[src/hw/rtl/bhp_pkg.sv]
// ----------------------------------------------------------------------------
// bhp_pkg
// Shared types and constants of the BAM header stream parser.
// ----------------------------------------------------------------------------
package bhp_pkg;

  // Number of magic bytes checked at the head of the stream.
  localparam int unsigned MAGIC_LEN = 4;

  // Reset value of the magic register: "BAM\1", first byte in bits 7:0.
  localparam logic [31:0] MAGIC_RESET = 32'h014D_4142;

  // Configuration register byte addresses.
  localparam int unsigned CFG_ADDR_W = 3;
  localparam logic [CFG_ADDR_W-1:0] REG_MAGIC_WORD = 3'd0;

  // Walker phase. Codes 0..6 double as the field kind of a consumed byte.
  typedef enum logic [3:0] {
    PH_MAGIC = 4'd0,
    PH_TLEN  = 4'd1,
    PH_TEXT  = 4'd2,
    PH_NREF  = 4'd3,
    PH_NLEN  = 4'd4,
    PH_NAME  = 4'd5,
    PH_RLEN  = 4'd6,
    PH_DONE  = 4'd7,
    PH_ERR   = 4'd8
  } bhp_phase_e;

  // Field kind reported for a byte that is not part of the header.
  localparam logic [2:0] KIND_NONE = 3'd7;

  // Per-byte result.
  typedef struct packed {
    logic       in_header;
    logic [2:0] field_kind;
    logic       header_done;
    logic       magic_error;
    logic [1:0] error_position;
  } bhp_result_t;

endpackage

[src/hw/rtl/bhp_cfg_regs.sv]
// ----------------------------------------------------------------------------
// bhp_cfg_regs
// APB-style register file holding the expected magic word.
// ----------------------------------------------------------------------------
module bhp_cfg_regs (
  input  logic                           clk_i,
  input  logic                           rst_ni,
  input  logic                           psel,
  input  logic                           penable,
  input  logic                           pwrite,
  input  logic [bhp_pkg::CFG_ADDR_W-1:0] paddr,
  input  logic [31:0]                    pwdata,
  output logic [31:0]                    prdata,
  output logic                           pready,
  output logic [31:0]                    magic_word_o
);

  logic [31:0] magic_q;
  logic        sel_magic;
  logic        wr_en;

  // Word decode only: low two bits are the byte offset.
  assign sel_magic = (paddr[bhp_pkg::CFG_ADDR_W-1:2] ==
                      bhp_pkg::REG_MAGIC_WORD[bhp_pkg::CFG_ADDR_W-1:2]);
  assign wr_en     = psel && penable && pwrite && sel_magic;
  assign pready    = 1'b1;
  assign prdata    = sel_magic ? magic_q : 32'd0;

  always_ff @(posedge clk_i or negedge rst_ni) begin
    if (!rst_ni) begin
      magic_q <= bhp_pkg::MAGIC_RESET;
    end else if (wr_en) begin
      magic_q <= pwdata;
    end
  end

  assign magic_word_o = magic_q;

endmodule

[src/hw/rtl/bhp_walker.sv]
// ----------------------------------------------------------------------------
// bhp_walker
// Header walker: phase, counters and per-byte classification.
// ----------------------------------------------------------------------------
module bhp_walker (
  input  logic                 clk_i,
  input  logic                 rst_ni,
  input  logic                 step_i,
  input  logic [7:0]           data_byte_i,
  input  logic [31:0]          magic_word_i,
  output bhp_pkg::bhp_result_t result_o
);

  bhp_pkg::bhp_phase_e phase_q, phase_d;
  logic [1:0]  byte_idx_q, byte_idx_d;
  logic [31:0] acc_q, acc_d;
  logic [31:0] skip_q, skip_d;
  logic [31:0] refs_q, refs_d;
  logic        err_q, err_d;

  logic [31:0] acc_word;
  logic        word_last;
  logic [7:0]  expect_byte;
  logic        magic_last;
  logic [31:0] skip_dec;
  logic [31:0] refs_dec;
  logic        consumed;

  // Little-endian word assembly
  assign acc_word    = acc_q | ({24'd0, data_byte_i} << {byte_idx_q, 3'b000});
  assign word_last   = (byte_idx_q == 2'd3);
  assign expect_byte = 8'(magic_word_i >> {byte_idx_q, 3'b000});
  assign magic_last  = ((3'(byte_idx_q) + 3'd1) >= 3'(bhp_pkg::MAGIC_LEN));
  assign skip_dec    = skip_q - 32'd1;
  assign refs_dec    = refs_q - 32'd1;

  always_comb begin
    phase_d    = phase_q;
    byte_idx_d = byte_idx_q;
    acc_d      = acc_q;
    skip_d     = skip_q;
    refs_d     = refs_q;
    err_d      = err_q;
    consumed   = 1'b1;
    unique case (phase_q) inside
      bhp_pkg::PH_MAGIC: begin
        if (expect_byte != data_byte_i) begin
          err_d    = 1'b1;
          phase_d  = bhp_pkg::PH_ERR;
          consumed = 1'b0;
        end else if (magic_last) begin
          byte_idx_d = 2'd0;
          acc_d      = 32'd0;
          phase_d    = bhp_pkg::PH_TLEN;
        end else begin
          byte_idx_d = byte_idx_q + 2'd1;
        end
      end
      bhp_pkg::PH_TLEN, bhp_pkg::PH_NREF, bhp_pkg::PH_NLEN: begin
        if (word_last) begin
          byte_idx_d = 2'd0;
          acc_d      = 32'd0;
          if (phase_q == bhp_pkg::PH_NREF) begin
            refs_d  = acc_word;
            phase_d = (acc_word != 32'd0) ? bhp_pkg::PH_NLEN : bhp_pkg::PH_DONE;
          end else begin
            skip_d = acc_word;
            if (acc_word == 32'd0) begin
              phase_d = (phase_q == bhp_pkg::PH_TLEN) ? bhp_pkg::PH_NREF
                                                      : bhp_pkg::PH_RLEN;
            end else begin
              phase_d = (phase_q == bhp_pkg::PH_TLEN) ? bhp_pkg::PH_TEXT
                                                      : bhp_pkg::PH_NAME;
            end
          end
        end else begin
          acc_d      = acc_word;
          byte_idx_d = byte_idx_q + 2'd1;
        end
      end
      bhp_pkg::PH_TEXT: begin
        skip_d = skip_dec;
        if (skip_dec == 32'd0) begin
          phase_d = bhp_pkg::PH_NREF;
        end
      end
      bhp_pkg::PH_NAME: begin
        skip_d = skip_dec;
        if (skip_dec == 32'd0) begin
          phase_d = bhp_pkg::PH_RLEN;
        end
      end
      bhp_pkg::PH_RLEN: begin
        if (word_last) begin
          byte_idx_d = 2'd0;
          refs_d     = refs_dec;
          phase_d    = (refs_dec == 32'd0) ? bhp_pkg::PH_DONE : bhp_pkg::PH_NLEN;
        end else begin
          byte_idx_d = byte_idx_q + 2'd1;
        end
      end
      default: begin
        // done, error and unreachable codes: pass bytes through
        consumed = 1'b0;
      end
    endcase
  end

  always_comb begin
    result_o.in_header      = consumed;
    result_o.field_kind     = consumed ? phase_q[2:0] : bhp_pkg::KIND_NONE;
    result_o.header_done    = (phase_d == bhp_pkg::PH_DONE);
    result_o.magic_error    = err_d;
    result_o.error_position = err_d ? byte_idx_d : 2'd0;
  end

  always_ff @(posedge clk_i or negedge rst_ni) begin
    if (!rst_ni) begin
      phase_q    <= bhp_pkg::PH_MAGIC;
      byte_idx_q <= 2'd0;
      acc_q      <= 32'd0;
      skip_q     <= 32'd0;
      refs_q     <= 32'd0;
      err_q      <= 1'b0;
    end else if (step_i) begin
      phase_q    <= phase_d;
      byte_idx_q <= byte_idx_d;
      acc_q      <= acc_d;
      skip_q     <= skip_d;
      refs_q     <= refs_d;
      err_q      <= err_d;
    end
  end

endmodule

[src/hw/rtl/bam_header_stream_parser_top.sv]
// ----------------------------------------------------------------------------
// bam_header_stream_parser_top
// Byte-serial walker of the BAM binary header with an APB magic register.
// ----------------------------------------------------------------------------
// Feed the BAM stream one byte per request on the data channel; every byte
// yields exactly one result request telling whether it belonged to the
// header, which header field it fell in (magic, text length, text, reference
// count, name length, name, reference length, or 7 for none), whether the
// header is complete (already set on its last byte), and a sticky magic
// error with the index of the first mismatching magic byte. The block takes
// one byte every cycle while results are taken. An accepted byte loads the
// input register, and the walker output for it moves into the result
// register, from which it is offered. Throughput is set by the single
// walker update per cycle; a stalled result holds the pipeline, nothing is
// dropped. The expected magic word (first byte in bits 7:0, reset "BAM\1")
// sits at byte address 0 of the APB port and should be written only while
// the stream is idle. After a magic error all bytes pass through unconsumed
// until reset.
// ----------------------------------------------------------------------------
module bam_header_stream_parser_top (
  input  logic                           clk_i,
  input  logic                           rst_ni,

  // APB configuration port
  input  logic                           psel,
  input  logic                           penable,
  input  logic                           pwrite,
  input  logic [bhp_pkg::CFG_ADDR_W-1:0] paddr,
  input  logic [31:0]                    pwdata,
  output logic [31:0]                    prdata,
  output logic                           pready,

  // Byte stream in
  input  logic                           in_valid_i,
  output logic                           in_ready_o,
  input  logic [7:0]                     data_byte_i,

  // Per-byte results out
  output logic                           out_valid_o,
  input  logic                           out_ready_i,
  output logic                           in_header_o,
  output logic [2:0]                     field_kind_o,
  output logic                           header_done_o,
  output logic                           magic_error_o,
  output logic [1:0]                     error_position_o
);

  logic [31:0] magic_word;

  // Input register
  logic       in_vld_q;
  logic [7:0] in_byte_q;

  // Result register
  logic                 out_vld_q;
  bhp_pkg::bhp_result_t res_q;
  bhp_pkg::bhp_result_t res_d;

  logic advance;   // result register free or being drained
  logic step;      // walker consumes the held byte

  assign advance    = !out_vld_q || out_ready_i;
  assign step       = in_vld_q && advance;
  assign in_ready_o = !in_vld_q || advance;

  bhp_cfg_regs u_cfg (
    .clk_i        (clk_i),
    .rst_ni       (rst_ni),
    .psel         (psel),
    .penable      (penable),
    .pwrite       (pwrite),
    .paddr        (paddr),
    .pwdata       (pwdata),
    .prdata       (prdata),
    .pready       (pready),
    .magic_word_o (magic_word)
  );

  bhp_walker u_walker (
    .clk_i        (clk_i),
    .rst_ni       (rst_ni),
    .step_i       (step),
    .data_byte_i  (in_byte_q),
    .magic_word_i (magic_word),
    .result_o     (res_d)
  );

  always_ff @(posedge clk_i or negedge rst_ni) begin
    if (!rst_ni) begin
      in_vld_q  <= 1'b0;
      out_vld_q <= 1'b0;
    end else begin
      if (in_ready_o) begin
        in_vld_q <= in_valid_i;
      end
      if (advance) begin
        out_vld_q <= in_vld_q;
      end
    end
  end

  // Payload registers: no reset needed
  always_ff @(posedge clk_i) begin
    if (in_valid_i && in_ready_o) begin
      in_byte_q <= data_byte_i;
    end
    if (step) begin
      res_q <= res_d;
    end
  end

  assign out_valid_o      = out_vld_q;
  assign in_header_o      = res_q.in_header;
  assign field_kind_o     = res_q.field_kind;
  assign header_done_o    = res_q.header_done;
  assign magic_error_o    = res_q.magic_error;
  assign error_position_o = res_q.error_position;

endmodule
[config.mk]
export PLATFORM = sky130hd
export DESIGN_NAME = bam_header_stream_parser_top
export DESIGN_NICKNAME = d
export VERILOG_FILES = /design/src/hw/rtl/bhp_pkg.sv /design/src/hw/rtl/bhp_cfg_regs.sv /design/src/hw/rtl/bhp_walker.sv /design/src/hw/rtl/bam_header_stream_parser_top.sv
export SDC_FILE = /design/constraint.sdc
export NUM_CORES = 1
export LEC_CHECK = 0
export ABC_AREA = 1
export BUFFER_PORTS_ARGS = -buffer_cell sky130_fd_sc_hd__clkbuf_2
export CELL_PAD_IN_SITES_DETAIL_PLACEMENT = 1
export CELL_PAD_IN_SITES_GLOBAL_PLACEMENT = 2
export CORE_AREA = 2 2 168 170
export CTS_CLUSTER_SIZE = 40
export DETAILED_ROUTE_END_ITERATION = 10
export DIE_AREA = 0 0 170 172
export MAX_ROUTING_LAYER = met4
export PLACE_DENSITY_LB_ADDON = 0.1
export SLEW_MARGIN = 0
export SYNTH_ARGS = -nofsm -noshare
export SYNTH_HDL_FRONTEND = slang
export SYNTH_HIERARCHICAL = 1
export SYNTH_SLANG_ARGS = --single-unit
[constraint.sdc]
create_clock -name clk_i -period 5.15 [get_ports clk_i]
set_input_delay 0.7725 -clock clk_i [delete_from_list [all_inputs] [get_ports clk_i]]
set_output_delay 0.7725 -clock clk_i [all_outputs]
set_load 0.05 [all_outputs]
==> results_dict.tcl <==
set metrics [dict create \
    outcome "completed" \
    arrival_ns 3.54 \
    synth_compound_area_frac 0.112 \
    gp_congestion 0.903 \
    placed_cells 1828 \
    numCtsBuffers 17 \
    synthArstFlopShare 0.895 \
    io_buffers 89 \
    finalSetupTns_ns 0 \
    setup_viol_count_final 0 \
    cap_violations 0 \
    synth_seq_cells 153 \
    seq_area_frac_synth 0.400 \
    rr_endpoint "header_done_o" \
    syn_area_mm2 0.00980 \
    clkLatencyLatePin_ns 0.45 \
    drtAntennaViolNets 0 \
    cpMostUsedCell "nand2_1" \
    critPathSlowestCell "dfrtp_1" \
    start_kind "flip-flop" \
    power_density_mw_per_mm2 266 \
    drtIter0Drc 509 \
    final_nets 1557 \
    synth_cell_types 41 \
    io_pins 93 \
    netlist_instances 1439 \
    irDropWorstVdd_mv 0.198 \
    drive_gt1_frac 0.118 \
    synthXorXnorAreaFrac 0.0295 \
    post_cts_resized 0 \
    synth.most_common_cell "nand2_1" \
    muxShareOfSynthArea 0 \
    max_stage_delay_ns 0.72 \
    cts_tree "yes" \
    grt_pass1_wl_um 53800 \
    path_class "flip-flop to flip-flop" \
    vias 9503 \
    grt_max_degree 65 \
    synth_top_area_frac 0.327 \
    synth_top_family_by_area "simple AND/OR/NAND/NOR gates" \
    fin_cells 1860 \
    end_kind "flip-flop" \
    synthTopCellsByArea "dfrtp_1, nand2_1, nor2_1" \
    postCtsHoldBufs 0 \
    areaGrowthSynthToFinish_pct 12.5 \
    r2r_start "u_walker/byte_idx_q[0]" \
    antenna_found_initial 0 \
    fin_skew_ns 0.0111 \
    synth_commonest_cells "nand2_1, nor2_1, inv_1" \
    yosys.area.top_type "dfrtp_1" \
    timing.critical_path.cells "inv_4, nand2_1, o21ai_0, nor2_1, nand2_1, nor2_1, nand2_1, nor2_1, inv_1, ha_1, nand2_1, and3_1, nor2_1, nand2_1, nand2_1, nand2_1, nor2_1, nor2_1" \
    grtUsageTotal 0.249 \
    post-route-period-util 0.648 \
    synthAdderAreaFrac 0.00766 \
    dr.pass1.iters 4 \
    root_buffer "clkbuf_16" \
    finalHoldViolCount 0 \
    multiInputGateArea_mm2 0.00485 \
    post_drt_via_cell_ratio 5.11 \
    post_cts_buffers 0 \
    wl_per_cell_um 18.3 \
    worstMarginPinSlew_ns 0.875 \
    p_total_w 0.00294 \
    critPathRequiredTime_ns 5.35 \
    start_util 0.357 \
    ctsLongestPathBuffers 2 \
    synthesis.nets 1495 \
    synth-main-ff-cell "dfrtp_1" \
    cellLeakagePower_nw 5.19 \
    core-area_mm2 0.0275 \
    synth_warnings 6 \
    synth-edff-count 16 \
    slew_headroom 0.411 \
    die_x_um 170 \
    slew_viol_final 0 \
    grt_pass1_vias 9532 \
    fp.dieH_um 172 \
    rrSetupSlack_ns 1.81 \
    htree_levels 4 \
    overflow 0 \
    worst-path-max-fanout 34 \
    hold-worst-slack_ns 0.319 \
    antenna_cells 0 \
    drc_errors 0 \
    totalWireLength_um 34000 \
    rsz0062_at_grt "false" \
    reg2reg_depth 18 \
    avgSynthCellArea_um2 6.81 \
    dieArea_mm2 0.0292 \
    max_freq_ghz 0.300 \
    ff_latch_area_mm2 0.00392 \
    fin_crit_ns 3.34 \
    hold_class "input port to async pin" \
    fill_cells 3583 \
    yosys.area_share.simple 0.344 \
    clkTransAtPathRegs_ns 0.07 \
    dp_hpwl_um 24800 \
    cts_sinks 153 \
    placementRows 61 \
]
[worst max path at each step]
stage,startpoint,end,slack [ns],cells after the start
final,u_walker/byte_idx_q[0],header_done_o,1.81,18
after global routing,u_walker/byte_idx_q[0],header_done_o,1.47,18
after CTS,u_walker/byte_idx_q[0],header_done_o,1.79,18
after detailed placement,u_walker/byte_idx_q[0],header_done_o,1.85,18
after global placement,u_walker/byte_idx_q[0],header_done_o,1.85,18
after floorplan,out_ready_i,u_walker/skip_q[30],2.37,8
[through the flow]
| stage | setup WS [ns] | instance area, um^2 | utilization |
|---|---|---|---|
| after floorplan | 2.37 | 9800 | - |
| after global placement | 1.85 | 10500 | 0.381 |
| after detailed placement | 1.85 | 10500 | 0.381 |
| after CTS | 1.79 | 11000 | 0.401 |
| after global routing | 1.47 | 11000 | 0.401 |
| final | 1.81 | 11000 | 0.401 |
[registers in the layout, indices dropped and copies added (netlist names)]
register / cells
header_done_o: 1
magic_error_o: 1
out_valid_o: 1
in_byte_q: 8
u_walker/acc_q: 32
error_position_o: 2
u_walker/byte_idx_q: 2
in_header_o: 1
u_walker/refs_q: 32
u_walker/skip_q: 32
in_vld_q: 1
field_kind_o: 3
u_cfg/magic_word_o: 32
u_walker/phase_q: 4
u_walker/err_q: 1
[report_power, final]
group          switching [W]  internal (W)  total, W
registers          0.0000529       0.00129   0.00134
clock network       0.000583      0.000676   0.00126
logic               0.000251     0.0000884  0.000339
[layout make-up]
cell class,instances,area share
inverters,176,0.0601
clock buffers,18,0.0389
flip-flops and latches,153,0.356
well taps,346,0.0393
clock inverters,14,0.0123
multi-input cells,1045,0.440
repair buffers,108,0.0539
[metal layers]
layer	track usage	vias to the layer above	wire (um)
li1	-	4705	-
met1	0.332	4616	16500
met2	0.398	150	15900
met3	0.0355	32	913
met4	0.0673	0	661
met5	-	-	0
[cells in the final DEF, fill, tap and decap left out, types with 9 or more instances in the layout]
cell type and n:
clkbuf_16 17, inv_1 167, o211ai_1 10, dfstp_2 9
nor2_2 9, a21oi_1 16, buf_4 19, a31oi_1 9
nor2_1 236, o21ai_1 39, dfrtp_1 128, clkbuf_2 88
edfxtp_1 16, o22ai_1 30, xor2_1 26, nand4_1 14
nor3_1 11, nand2_1 387, nand3_1 141, o21ai_0 79
[cells by family after synthesis]
kind of cell,Yosys count
DFF,153
buffers and inverters,241
other,1
xor gates and xnor gates,33
adders and majority gates,6
and+or+nand+nor,812
AOI/OAI and AO/OA,193
[worst max-delay path: cells and delay by family (launching register included)]
family	cells	cell delay (ns)
DFF	1	0.72
buffers and inverters	2	0.36
and+or+nand+nor	14	1.44
AOI/OAI and AO/OA	1	0.30
adders and majority gates	1	0.27
Power figures use the tool's default switching activity.
